==> src/mbd_pkg.sv <==
package mbd_pkg;

  // button slots in hardware and the usable limit
  localparam int NUM_BUTTONS = 8;
  localparam int SLOT_LIMIT  = 8;
  localparam int ACTIVE_MAX  = (NUM_BUTTONS < SLOT_LIMIT) ? NUM_BUTTONS : SLOT_LIMIT;

  localparam int TIME_W  = 32;
  localparam int SAMPLE_W = 32;
  localparam int PIN_W   = 5;
  localparam int IDX_W   = 3;
  localparam int COUNT_W = 4;
  localparam int MS_W    = 16;
  localparam int MAP_W   = 40;
  localparam int CFG_W   = 40;
  localparam int CFG_IDX_W = 3;

  localparam logic [MS_W-1:0] DEBOUNCE_RST = 16'd20;
  localparam logic [MS_W-1:0] LONG_RST     = 16'd600;

  typedef enum logic [CFG_IDX_W-1:0] {
    CFG_DEBOUNCE   = 3'd0,
    CFG_LONG_PRESS = 3'd1,
    CFG_COUNT      = 3'd2,
    CFG_PIN_MAP    = 3'd3,
    CFG_LONG_EN    = 3'd4
  } cfg_reg_t;

  localparam logic EV_SHORT = 1'b0;
  localparam logic EV_LONG  = 1'b1;

  typedef struct packed {
    logic              pressed;
    logic [TIME_W-1:0] changed_at;
    logic              long_done;
  } btn_state_t;

  typedef struct packed {
    btn_state_t nxt;
    logic       fire;
    logic       kind;
  } step_res_t;

endpackage

==> src/mbd_in_if.sv <==
interface mbd_in_if;
  logic                          valid;
  logic                          ready;
  logic [mbd_pkg::SAMPLE_W-1:0]  sample_bits;
  logic [mbd_pkg::TIME_W-1:0]    now_ms;

  modport source (output valid, sample_bits, now_ms, input ready);
  modport sink   (input valid, sample_bits, now_ms, output ready);
endinterface

==> src/mbd_out_if.sv <==
interface mbd_out_if;
  logic                       valid;
  logic                       ready;
  logic [mbd_pkg::IDX_W-1:0]  button_index;
  logic                       event_kind;
  logic                       last;

  modport source (output valid, button_index, event_kind, last, input ready);
  modport sink   (input valid, button_index, event_kind, last, output ready);
endinterface

==> src/mbd_step.sv <==
module mbd_step (
  input  logic                          pin_level,
  input  logic [mbd_pkg::TIME_W-1:0]    now_ms,
  input  logic                          has_long,
  input  logic [mbd_pkg::MS_W-1:0]      debounce_ms,
  input  logic [mbd_pkg::MS_W-1:0]      long_press_ms,
  input  mbd_pkg::btn_state_t           cur,
  output mbd_pkg::step_res_t            res
);
  import mbd_pkg::*;

  logic              pressed;
  logic [TIME_W-1:0] elapsed;
  logic              deb_ok;
  logic              hold_ok;

  // shared subtract and compares, one button per cycle
  assign pressed = ~pin_level;
  assign elapsed = now_ms - cur.changed_at;
  assign deb_ok  = elapsed >= {{(TIME_W-MS_W){1'b0}}, debounce_ms};
  assign hold_ok = elapsed >= {{(TIME_W-MS_W){1'b0}}, long_press_ms};

  always_comb begin
    res.nxt  = cur;
    res.fire = 1'b0;
    res.kind = EV_SHORT;
    if (pressed != cur.pressed) begin
      if (deb_ok) begin
        res.nxt.pressed    = pressed;
        res.nxt.changed_at = now_ms;
        if (pressed) begin
          res.nxt.long_done = 1'b0;
          res.fire          = ~has_long;
        end else begin
          res.fire = has_long & ~cur.long_done;
        end
      end
    end else if (pressed && has_long && !cur.long_done && hold_ok) begin
      res.nxt.long_done = 1'b1;
      res.fire          = 1'b1;
      res.kind          = EV_LONG;
    end
  end
endmodule

==> src/multi_button_debounce_long_press.sv <==
// channel   dir   payload                               handshake
// in_if     in    sample_bits[31:0], now_ms[31:0]       valid/ready
// out_if    out   button_index[2:0], event_kind, last   valid/ready
// cfg       in    cfg_index[2:0], cfg_wdata[39:0]       cfg_we, no wait
//
// one sample is accepted, then each button in use passes in turn through the
// shared elapsed-time subtract/compare unit, then each event goes out as a beat
// (n buttons in use, n <= 8)
// glitch samples and samples with no buttons in use are dropped at accept
// reset is synchronous active low; button state and config registers reset together
// a stalled output holds the event phase; in_if.ready is high only when idle
module multi_button_debounce_long_press (
  input  logic                           clk,
  input  logic                           rst_n,
  mbd_in_if.sink                         in_if,
  mbd_out_if.source                      out_if,
  input  logic                           cfg_we,
  input  logic [mbd_pkg::CFG_IDX_W-1:0]  cfg_index,
  input  logic [mbd_pkg::CFG_W-1:0]      cfg_wdata
);
  import mbd_pkg::*;

  typedef enum logic [2:0] {
    S_IDLE = 3'b001,
    S_SCAN = 3'b010,
    S_EMIT = 3'b100
  } state_t;

  // configuration registers
  logic [MS_W-1:0]       debounce_r;
  logic [MS_W-1:0]       long_press_r;
  logic [COUNT_W-1:0]    count_r;
  logic [MAP_W-1:0]      pin_map_r;
  logic [SLOT_LIMIT-1:0] long_en_r;

  // per-button state
  btn_state_t btn_r [SLOT_LIMIT];

  state_t                state_r, state_nxt;
  logic [IDX_W-1:0]      idx_r;
  logic [SAMPLE_W-1:0]   bits_r;
  logic [TIME_W-1:0]     now_r;
  logic [SLOT_LIMIT-1:0] pend_r;       // buttons with an event this sample
  logic [SLOT_LIMIT-1:0] kind_r;

  logic                  out_valid_r;
  logic [IDX_W-1:0]      out_idx_r;
  logic                  out_kind_r;
  logic                  out_last_r;

  logic [COUNT_W-1:0]    active_n;
  logic [SAMPLE_W-1:0]   used_mask;
  logic                  in_beat;
  logic                  drop;
  logic [PIN_W-1:0]      cur_pin;
  step_res_t             step_res;
  logic                  scan_end;
  logic [IDX_W-1:0]      low_idx;
  logic [SLOT_LIMIT-1:0] pend_rest;
  logic                  out_load;

  // clamp the count to the slot limit
  assign active_n = (count_r > COUNT_W'(ACTIVE_MAX)) ? COUNT_W'(ACTIVE_MAX) : count_r;

  // pins of the buttons in use
  always_comb begin
    used_mask = '0;
    for (int i = 0; i < SLOT_LIMIT; i++) begin
      if (COUNT_W'(i) < active_n) begin
        used_mask = used_mask | (SAMPLE_W'(1) << pin_map_r[PIN_W*i +: PIN_W]);
      end
    end
  end

  assign in_if.ready = (state_r == S_IDLE);
  assign in_beat     = in_if.valid & in_if.ready;
  // nothing in use, or every used pin low: a bus glitch
  assign drop        = (active_n == '0) || ((in_if.sample_bits & used_mask) == '0);

  assign cur_pin  = pin_map_r[PIN_W*idx_r +: PIN_W];
  assign scan_end = ({1'b0, idx_r} == (active_n - COUNT_W'(1)));

  mbd_step u_step (
    .pin_level     (bits_r[cur_pin]),
    .now_ms        (now_r),
    .has_long      (long_en_r[idx_r]),
    .debounce_ms   (debounce_r),
    .long_press_ms (long_press_r),
    .cur           (btn_r[idx_r]),
    .res           (step_res)
  );

  // lowest pending button goes out first
  always_comb begin
    low_idx = '0;
    for (int i = SLOT_LIMIT - 1; i >= 0; i--) begin
      if (pend_r[i]) low_idx = IDX_W'(i);
    end
  end
  assign pend_rest = pend_r & (pend_r - SLOT_LIMIT'(1));
  assign out_load  = (state_r == S_EMIT) && (pend_r != '0) && (!out_valid_r || out_if.ready);

  always_comb begin
    state_nxt = state_r;
    unique case (state_r)
      S_IDLE: if (in_beat && !drop) state_nxt = S_SCAN;
      S_SCAN: if (scan_end) state_nxt = S_EMIT;
      S_EMIT: if (pend_r == '0) state_nxt = S_IDLE;
      default: state_nxt = S_IDLE;
    endcase
  end

  // configuration writes
  always_ff @(posedge clk) begin
    if (!rst_n) begin
      debounce_r   <= DEBOUNCE_RST;
      long_press_r <= LONG_RST;
      count_r      <= '0;
      pin_map_r    <= '0;
      long_en_r    <= '0;
    end else if (cfg_we) begin
      unique case (cfg_reg_t'(cfg_index))
        CFG_DEBOUNCE:   debounce_r   <= cfg_wdata[MS_W-1:0];
        CFG_LONG_PRESS: long_press_r <= cfg_wdata[MS_W-1:0];
        CFG_COUNT:      count_r      <= cfg_wdata[COUNT_W-1:0];
        CFG_PIN_MAP:    pin_map_r    <= cfg_wdata[MAP_W-1:0];
        CFG_LONG_EN:    long_en_r    <= cfg_wdata[SLOT_LIMIT-1:0];
        default: ;
      endcase
    end
  end

  // sequencer and button state
  always_ff @(posedge clk) begin
    if (!rst_n) begin
      state_r <= S_IDLE;
      idx_r   <= '0;
      pend_r  <= '0;
      for (int i = 0; i < SLOT_LIMIT; i++) btn_r[i] <= '0;
    end else begin
      state_r <= state_nxt;
      if (in_beat) begin
        idx_r  <= '0;
        pend_r <= '0;
      end
      if (state_r == S_SCAN) begin
        btn_r[idx_r]  <= step_res.nxt;
        pend_r[idx_r] <= step_res.fire;
        idx_r         <= idx_r + IDX_W'(1);
      end
      if (out_load) pend_r <= pend_rest;
    end
  end

  // sample capture and kind bits
  always_ff @(posedge clk) begin
    if (in_beat) begin
      bits_r <= in_if.sample_bits;
      now_r  <= in_if.now_ms;
    end
    if (state_r == S_SCAN) kind_r[idx_r] <= step_res.kind;
  end

  // output register
  always_ff @(posedge clk) begin
    if (!rst_n) begin
      out_valid_r <= 1'b0;
    end else if (out_load) begin
      out_valid_r <= 1'b1;
    end else if (out_if.ready) begin
      out_valid_r <= 1'b0;
    end
  end

  always_ff @(posedge clk) begin
    if (out_load) begin
      out_idx_r  <= low_idx;
      out_kind_r <= kind_r[low_idx];
      out_last_r <= (pend_rest == '0);
    end
  end

  assign out_if.valid        = out_valid_r;
  assign out_if.button_index = out_idx_r;
  assign out_if.event_kind   = out_kind_r;
  assign out_if.last         = out_last_r;

  // scan never visits a button beyond the count in use
  a_scan_range: assert property (@(posedge clk) disable iff (!rst_n)
    (state_r == S_SCAN) |-> ({1'b0, idx_r} < active_n))
    else $error("scan index beyond buttons in use");

  // a beat not marked last keeps the event phase going
  a_last_empty: assert property (@(posedge clk) disable iff (!rst_n)
    (out_valid_r && !out_last_r) |-> (state_r == S_EMIT) && (pend_r != '0))
    else $error("no events pending behind a beat not marked last");

  // dropped samples leave the state of button 0 untouched
  a_drop_stable: assert property (@(posedge clk) disable iff (!rst_n)
    (in_beat && drop) |=> (state_r == S_IDLE) && $stable(btn_r[0]))
    else $error("dropped sample changed state");

  // an event is loaded only when the output register is free or draining
  a_no_overwrite: assert property (@(posedge clk) disable iff (!rst_n)
    (out_valid_r && !out_if.ready) |=> $stable(out_idx_r) && $stable(out_last_r))
    else $error("stalled event overwritten");

endmodule
==> src/flat_wrapper.sv <==
// flat-port wrapper written by rule: the top's interface ports become plain ports
module multi_button_debounce_long_press_flat import mbd_pkg::*;
  (clk, rst_n, cfg_we, cfg_index, cfg_wdata, in_if_valid, in_if_sample_bits, in_if_now_ms, in_if_ready, out_if_valid, out_if_button_index, out_if_event_kind, out_if_last, out_if_ready);
  mbd_in_if in_if_i ();
  mbd_out_if out_if_i ();
  input  logic clk;
  input  logic rst_n;
  input  logic cfg_we;
  input  logic [mbd_pkg::CFG_IDX_W-1:0] cfg_index;
  input  logic [mbd_pkg::CFG_W-1:0] cfg_wdata;
  input wire logic [$bits(in_if_i.valid)-1:0] in_if_valid;
  input wire logic [$bits(in_if_i.sample_bits)-1:0] in_if_sample_bits;
  input wire logic [$bits(in_if_i.now_ms)-1:0] in_if_now_ms;
  output wire logic [$bits(in_if_i.ready)-1:0] in_if_ready;
  output wire logic [$bits(out_if_i.valid)-1:0] out_if_valid;
  output wire logic [$bits(out_if_i.button_index)-1:0] out_if_button_index;
  output wire logic [$bits(out_if_i.event_kind)-1:0] out_if_event_kind;
  output wire logic [$bits(out_if_i.last)-1:0] out_if_last;
  input wire logic [$bits(out_if_i.ready)-1:0] out_if_ready;
  assign in_if_i.valid = in_if_valid;
  assign in_if_i.sample_bits = in_if_sample_bits;
  assign in_if_i.now_ms = in_if_now_ms;
  assign in_if_ready = in_if_i.ready;
  assign out_if_valid = out_if_i.valid;
  assign out_if_button_index = out_if_i.button_index;
  assign out_if_event_kind = out_if_i.event_kind;
  assign out_if_last = out_if_i.last;
  assign out_if_i.ready = out_if_ready;
  multi_button_debounce_long_press u_core (.clk(clk), .rst_n(rst_n), .in_if(in_if_i), .out_if(out_if_i), .cfg_we(cfg_we), .cfg_index(cfg_index), .cfg_wdata(cfg_wdata));
endmodule
==> config.mk <==
export PLATFORM = sky130hd
export DESIGN_NAME = multi_button_debounce_long_press_flat
export DESIGN_NICKNAME = d
export VERILOG_FILES = /design/src/mbd_pkg.sv /design/src/mbd_in_if.sv /design/src/mbd_out_if.sv /design/src/mbd_step.sv /design/src/multi_button_debounce_long_press.sv /design/src/flat_wrapper.sv
export SDC_FILE = /design/constraint.sdc
export NUM_CORES = 1
export LEC_CHECK = 0
export ABC_AREA = 0
export BUFFER_PORTS_ARGS = -buffer_cell sky130_fd_sc_hd__buf_2
export CAP_MARGIN = 20
export CORE_MARGIN = 3
export CORE_UTILIZATION = 56
export CTS_CLUSTER_DIAMETER = 50
export DETAILED_ROUTE_END_ITERATION = 8
export GPL_TIMING_DRIVEN = 0
export PLACE_DENSITY_LB_ADDON = 0.15
export SLEW_MARGIN = 0
export SYNTH_ARGS = -nofsm -noshare
export SYNTH_HDL_FRONTEND = slang
export SYNTH_SLANG_ARGS = --single-unit
==> constraint.sdc <==
create_clock -name clk -period 5.7 [get_ports clk]
set_input_delay 0 -clock clk [delete_from_list [all_inputs] [get_ports clk]]
set_output_delay 0 -clock clk [all_outputs]
set_load 0.005 [all_outputs]
; Word-level counts from Yosys, hierarchy flattened
; Memory sizes are Yosys's and may differ from the RTL's. A register that Yosys moved wholly into a read port is not among the register bits.
; Cells that the tools add are included.
[word_totals]
in_bits = 112
wordCells = 153
ram_bits = 272
register_bits = 176
out_inout_bits = 7
n_memories = 1
[classes]
n_lt_le_gt_ge = 15
shift = 9
mul = 1
reduce_logical = 27
addsub = 4
n_eq_ne = 12
mux = 55
bitwise = 14
[memory_table]
columns = memory, depth, word_bits, rd, rd_clocked_by_memory_dff, wr, line_no
row1 = u_core.btn_r, 8, 34, 1, 1, 8, multi_button_debounce_long_press.sv:37  ; btn_state_t btn_r [SLOT_LIMIT];
[ops]
columns = cell, count
row1 = 32-bit two-way mux, 8
row2 = "1-bit by 5-bit left shift with 32-bit output, first input constant", 8
row3 = 32-bit bitwise OR, 7
row4 = 32-bit by 16-bit greater-or-equal comparator with 1-bit output, 2
row5 = 3-bit two-way mux, 17
row6 = 40-bit by 7-bit indexed part select with 5-bit output, 1
row7 = 35-bit two-way mux, 1
row8 = 34-bit two-way mux, 1
row9 = 34-bit OR reduction, 1
row10 = 33-bit two-way mux, 1
row11 = 32-bit bitwise AND, 1
row12 = 32-bit zero test, 1
row13 = 8-bit two-way mux, 4
row14 = 32-bit subtractor, 1
row15 = 8-bit bitwise mux, 2
row16 = 8-bit zero test, 2
row17 = "3-bit by 4-bit less-than comparator with 1-bit output, first input constant", 4
row18 = 1-bit two-way mux, 14
row19 = 2-bit AND reduction, 5
row20 = "3-bit by 2-bit equality test with 1-bit output, second input constant", 3
row21 = 3-bit case mux with 3 select lines, 1
row22 = 8-bit bitwise AND, 1
row23 = "1-bit by 4-bit less-than comparator with 1-bit output, first input constant", 2
row24 = "2-bit by 4-bit less-than comparator with 1-bit output, first input constant", 2
row25 = other kinds (29), 47

; Depth between registers and ports, before layout
[depth]
word_depth = 25
mapped_depth = 28
depth_no_buf = 25

; Hierarchy
; A second synthesis with hierarchy kept.
[hier_totals]
cells_unflattened = 2332
hier_area_um2 = 25453.2
[by_module_without_submodules]
columns = module, instances, cells_per_inst, seq_area_each_um2, area_per_inst_um2
row1 = multi_button_debounce_long_press, 1, 1813, 12522.0, 21783.4
row2 = mbd_step, 1, 519, 0.0, 3669.8

; Worst setup path after synthesis
; No wires, ideal clock.
[synth_path]
path_type = reg-to-reg
startpoint = register (tool-made name)
endpoint = memory u_core.btn_r[0][33] (netlist name), data pin
required_ns = 5.436
setup_slack_ns = -0.461
path_stages_with_launch = 26
period_less_slack_ns = 6.161
setup_ns = 0.264
t_arrival_ns = 5.897
cell_sequence = dfxtp_1 -> clkbuf_1 -> clkbuf_1 -> buf_1 -> mux4_2 -> mux2i_1 -> ha_1 -> a21o_1 -> a221oi_2 -> nor2b_1 -> o21a_1 -> o21ai_0 -> nand2b_1 -> a21oi_1 -> xnor2_1 -> ha_1 -> a21o_1 -> a21oi_1 -> o21ai_0 -> a211oi_1 -> or2_2 -> and4_4 -> buf_6 -> buf_6 -> mux2i_4 -> nor2_2
[synth_lines]
columns = item, line_no
row1 = to (decl), multi_button_debounce_long_press.sv:37

==> impl_metrics.json <==
{
  "end_kind": "register",
  "critPathKind": "reg -> reg",
  "syn_nets": 2496,
  "grt_max_degree": 39,
  "grt_pass1_vias": 21900,
  "synthAdderAreaFrac_pct": 3.39,
  "grt_use_met2_pct": 62.5,
  "cts_root_buf": "clkbuf_16",
  "ys.flop_type": "edfxtp_1",
  "synth_edf_count": 349,
  "cts.sinks": 451,
  "clk_latency_ns": 0.63,
  "fp.dieH_um": 220,
  "grt_use_met3_pct": 9.09,
  "hpwlAfterDp_um": 67000,
  "holdCritPathClass": "in -> reg",
  "coreArea_um2": 44700,
  "dpl_cell_area_um2": 27200,
  "max_freq_ghz": 0.172,
  "synthXorXnorAreaFrac_pct": 0.967,
  "synth-simple-area-share_pct": 19.8,
  "grt_overflow": 0,
  "peakVddDrop_mv": 0.296,
  "dieArea_um2": 48400,
  "violations": "negative setup slack",
  "grt_antenna_before_repair": 3,
  "synthArstFlopShare_pct": 0,
  "grtUsageMet1_pct": 48.1,
  "final_common_cell": "edfxtp_1",
  "final_area_um2": 32300,
  "ant_nets": 0,
  "worstPathRequired_ns": 6.10,
  "fin_crit_sh_pct": 102,
  "cp_max_fo": 10,
  "status": "complete, but fails checks",
  "die_width_um": 220,
  "wl_per_cell_um": 30.0,
  "post-route-min-period_ns": 5.82,
  "cts_max_path_buffers": 3,
  "drc_errors": 0,
  "drt-pass1-iter-count": 6,
  "rows": 77,
  "area_delta_synth_final_pct": 25.9,
  "numCtsBuffers": 51,
  "drv_cap": 0,
  "h-tree-depth": 2,
  "grt_pass1_wl_um": 138000,
  "vias_per_cell": 6.92,
  "max_slew_margin_pct": 19.7,
  "netlist_instances": 2316,
  "drtIter0Drc": 3145,
  "layout_setup_ws_ns": -0.122,
  "synthMuxAreaShare_pct": 10.0,
  "worst_pin_slew_ns": 1.20,
  "pwr_density_cell_nw_per_um2": 288,
  "ys_types": 92,
  "synth_warnings": 0,
  "setup_viol": 89,
  "slew_viol_final": 0,
  "cts.clk_slew.worst_paths_ns": 0.07,
  "final_cell_mix": "edfxtp_1, nand2_1, a21oi_1",
  "diodes": 0,
  "ys_ff_latch": 451,
  "start_util_pct": 57.3,
  "grt_usage_pct": 38.7,
  "start_kind": "register",
  "worst_ep_arrival_time_ns": 6.22,
  "busiest_layer": "met2",
  "postSynthAreaPerCell_um2": 11.1,
  "numPortBuffers": 117,
  "rsz0062_at_grt": "true",
  "synth_compound_area_share_pct": 13.6,
  "num_io_pins": 119,
  "nNetsFinal": 2842,
  "place.gp.congestion": 1.07,
  "wl_um": 98900,
  "hold_violations": 0,
  "synth_top_family_by_area": "simple AND/OR/NAND/NOR gates",
  "seq_area_frac_synth_pct": 48.9,
  "leakage_nw": 11.2,
  "worst_clock_skew_ns": 0.0442,
  "layout-drive-gt1-share_pct": 25.3,
  "dr_total_vias": 22800,
  "holdWs_ns": 0.0597,
  "cts_tree": "yes",
  "syn_area_um2": 25600
}
[area by class of cell]
class                           count  area (um^2)
Multi-Input combinational cell   1660        13500
Sequential cell                   451        12500
Fill cell                        3037        12500
Timing Repair Buffer              297         2710
Clock buffer                       63         1380
Buffer                            141          832
Tap cell                          592          741
Clock inverter                     32          343
Inverter                           60          225
[cells in the mapped netlist (12+ instances only)]
cell type	n	area, um^2
nand2_1	252	946
inv_1	59	221
ha_1	67	838
o21ai_1	12	60.1
clkbuf_1	114	428
nor3_1	221	1110
a211oi_1	16	120
o31ai_1	18	135
dfxtp_1	102	2040
edfxtp_1	349	10500
nor2b_1	16	100
a21o_1	26	195
o221ai_1	21	184
a22oi_1	18	135
o211ai_1	25	188
o21ai_0	50	250
nor2_1	115	432
or3_1	25	156
a21oi_1	146	731
nand3_1	38	190
nor3b_1	48	360
o22ai_1	43	269
nand3b_1	12	90.1
a21boi_2	20	225
xnor2_1	13	114
mux2i_1	67	671
nand2b_1	29	181
nand4_1	24	150
nor3_4	30	488
nor3b_2	27	338
mux4_2	80	1800
[registers in the layout, indices dropped and copies added (netlist names), 8 cells and up, named ones only]
register and count:
u_core.bits_r 32, u_core.btn_r 272, u_core.debounce_r 16, u_core.kind_r 8, u_core.long_en_r 8, u_core.long_press_r 16
u_core.now_r 32, u_core.pend_r 8, u_core.pin_map_r 40
[timing repair]
item | CTS | global route
gates resized for setup | 97 | 217
setup buffers | 22 | 39
hold buffers | 111 | 0
pin swaps | 16 | 130
endpoints found under the setup margin | 288 | 288
cloned | 1 | 3
hold endpoints to repair | 155 | 0
[per-stage QoR]
stage	power [mW]	utilization [%]	TNS [ns]	std cells	worst slack (ns)
2_1_floorplan	4.97	-	0	2316	0.0291
3_3_place_gp	5.47	60.3	-812.57	3025	-2.22
3_5_place_dp	5.53	60.9	-605.11	3036	-2.28
4_1_cts	8.99	68.8	0	3262	0.00393
5_1_grt	9.55	72.1	-35.05	3296	-0.261
6_report	9.29	72.1	-2.94	3296	-0.122
[per-layer routing]
layer / up-vias / wire length, um
li1: 9640 / -
met1: 11000 / 34500
met2: 1750 / 46200
met3: 440 / 11400
met4: 4 / 6790
met5: - / 28
[cell families after synthesis]
kind of cell / Yosys count
AO/OA/AOI/OAI: 506
XOR/XNOR: 24
adder cells (fa/ha/maj): 69
buffers and inverters: 205
flip-flops: 451
multiplexers: 153
AND/OR/NAND/NOR: 908
[worst max-delay path, stage by stage, from the launching register on]
cell	delay (ns)
dfxtp_4	0.42
buf_8	0.17
mux4_2	0.36
mux2i_1	0.10
inv_2	0.20
ha_4	0.17
inv_2	0.04
fa_2	0.38
a21o_1	0.21
a221oi_4	0.28
nor2b_1	0.08
o21a_1	0.20
o21ai_1	0.13
nand2b_1	0.09
a21oi_2	0.20
xnor2_2	0.15
ha_1	0.29
a21o_1	0.17
a21oi_2	0.14
o21ai_2	0.10
a211oi_4	0.41
or2_4	0.21
and4_4	0.23
buf_12	0.15
buf_8	0.22
nor3_4	0.08
buf_12	0.14
nor3_1	0.27
[worst paths after layout]
kind	from	to	slack (ns)	cells past startpoint
worst max-delay path	register	u_core.btn_r[6][21]	-0.12	27
worst min-delay path	cfg_we	u_core.long_en_r[6]	0.06	5
worst min register to register	u_core.debounce_r[6]	u_core.debounce_r[6]	0.46	2
worst max register to register	register	u_core.btn_r[6][21]	-0.12	27
[power by group]
part / leakage (nW) / switching, mW / internal [mW]
registers: 4.39 / 0.129 / 3.72
logic: 5.96 / 1.26 / 0.788
clock network: 0.838 / 1.43 / 1.96
No activity file was read; power rests on OpenSTA's default activity.
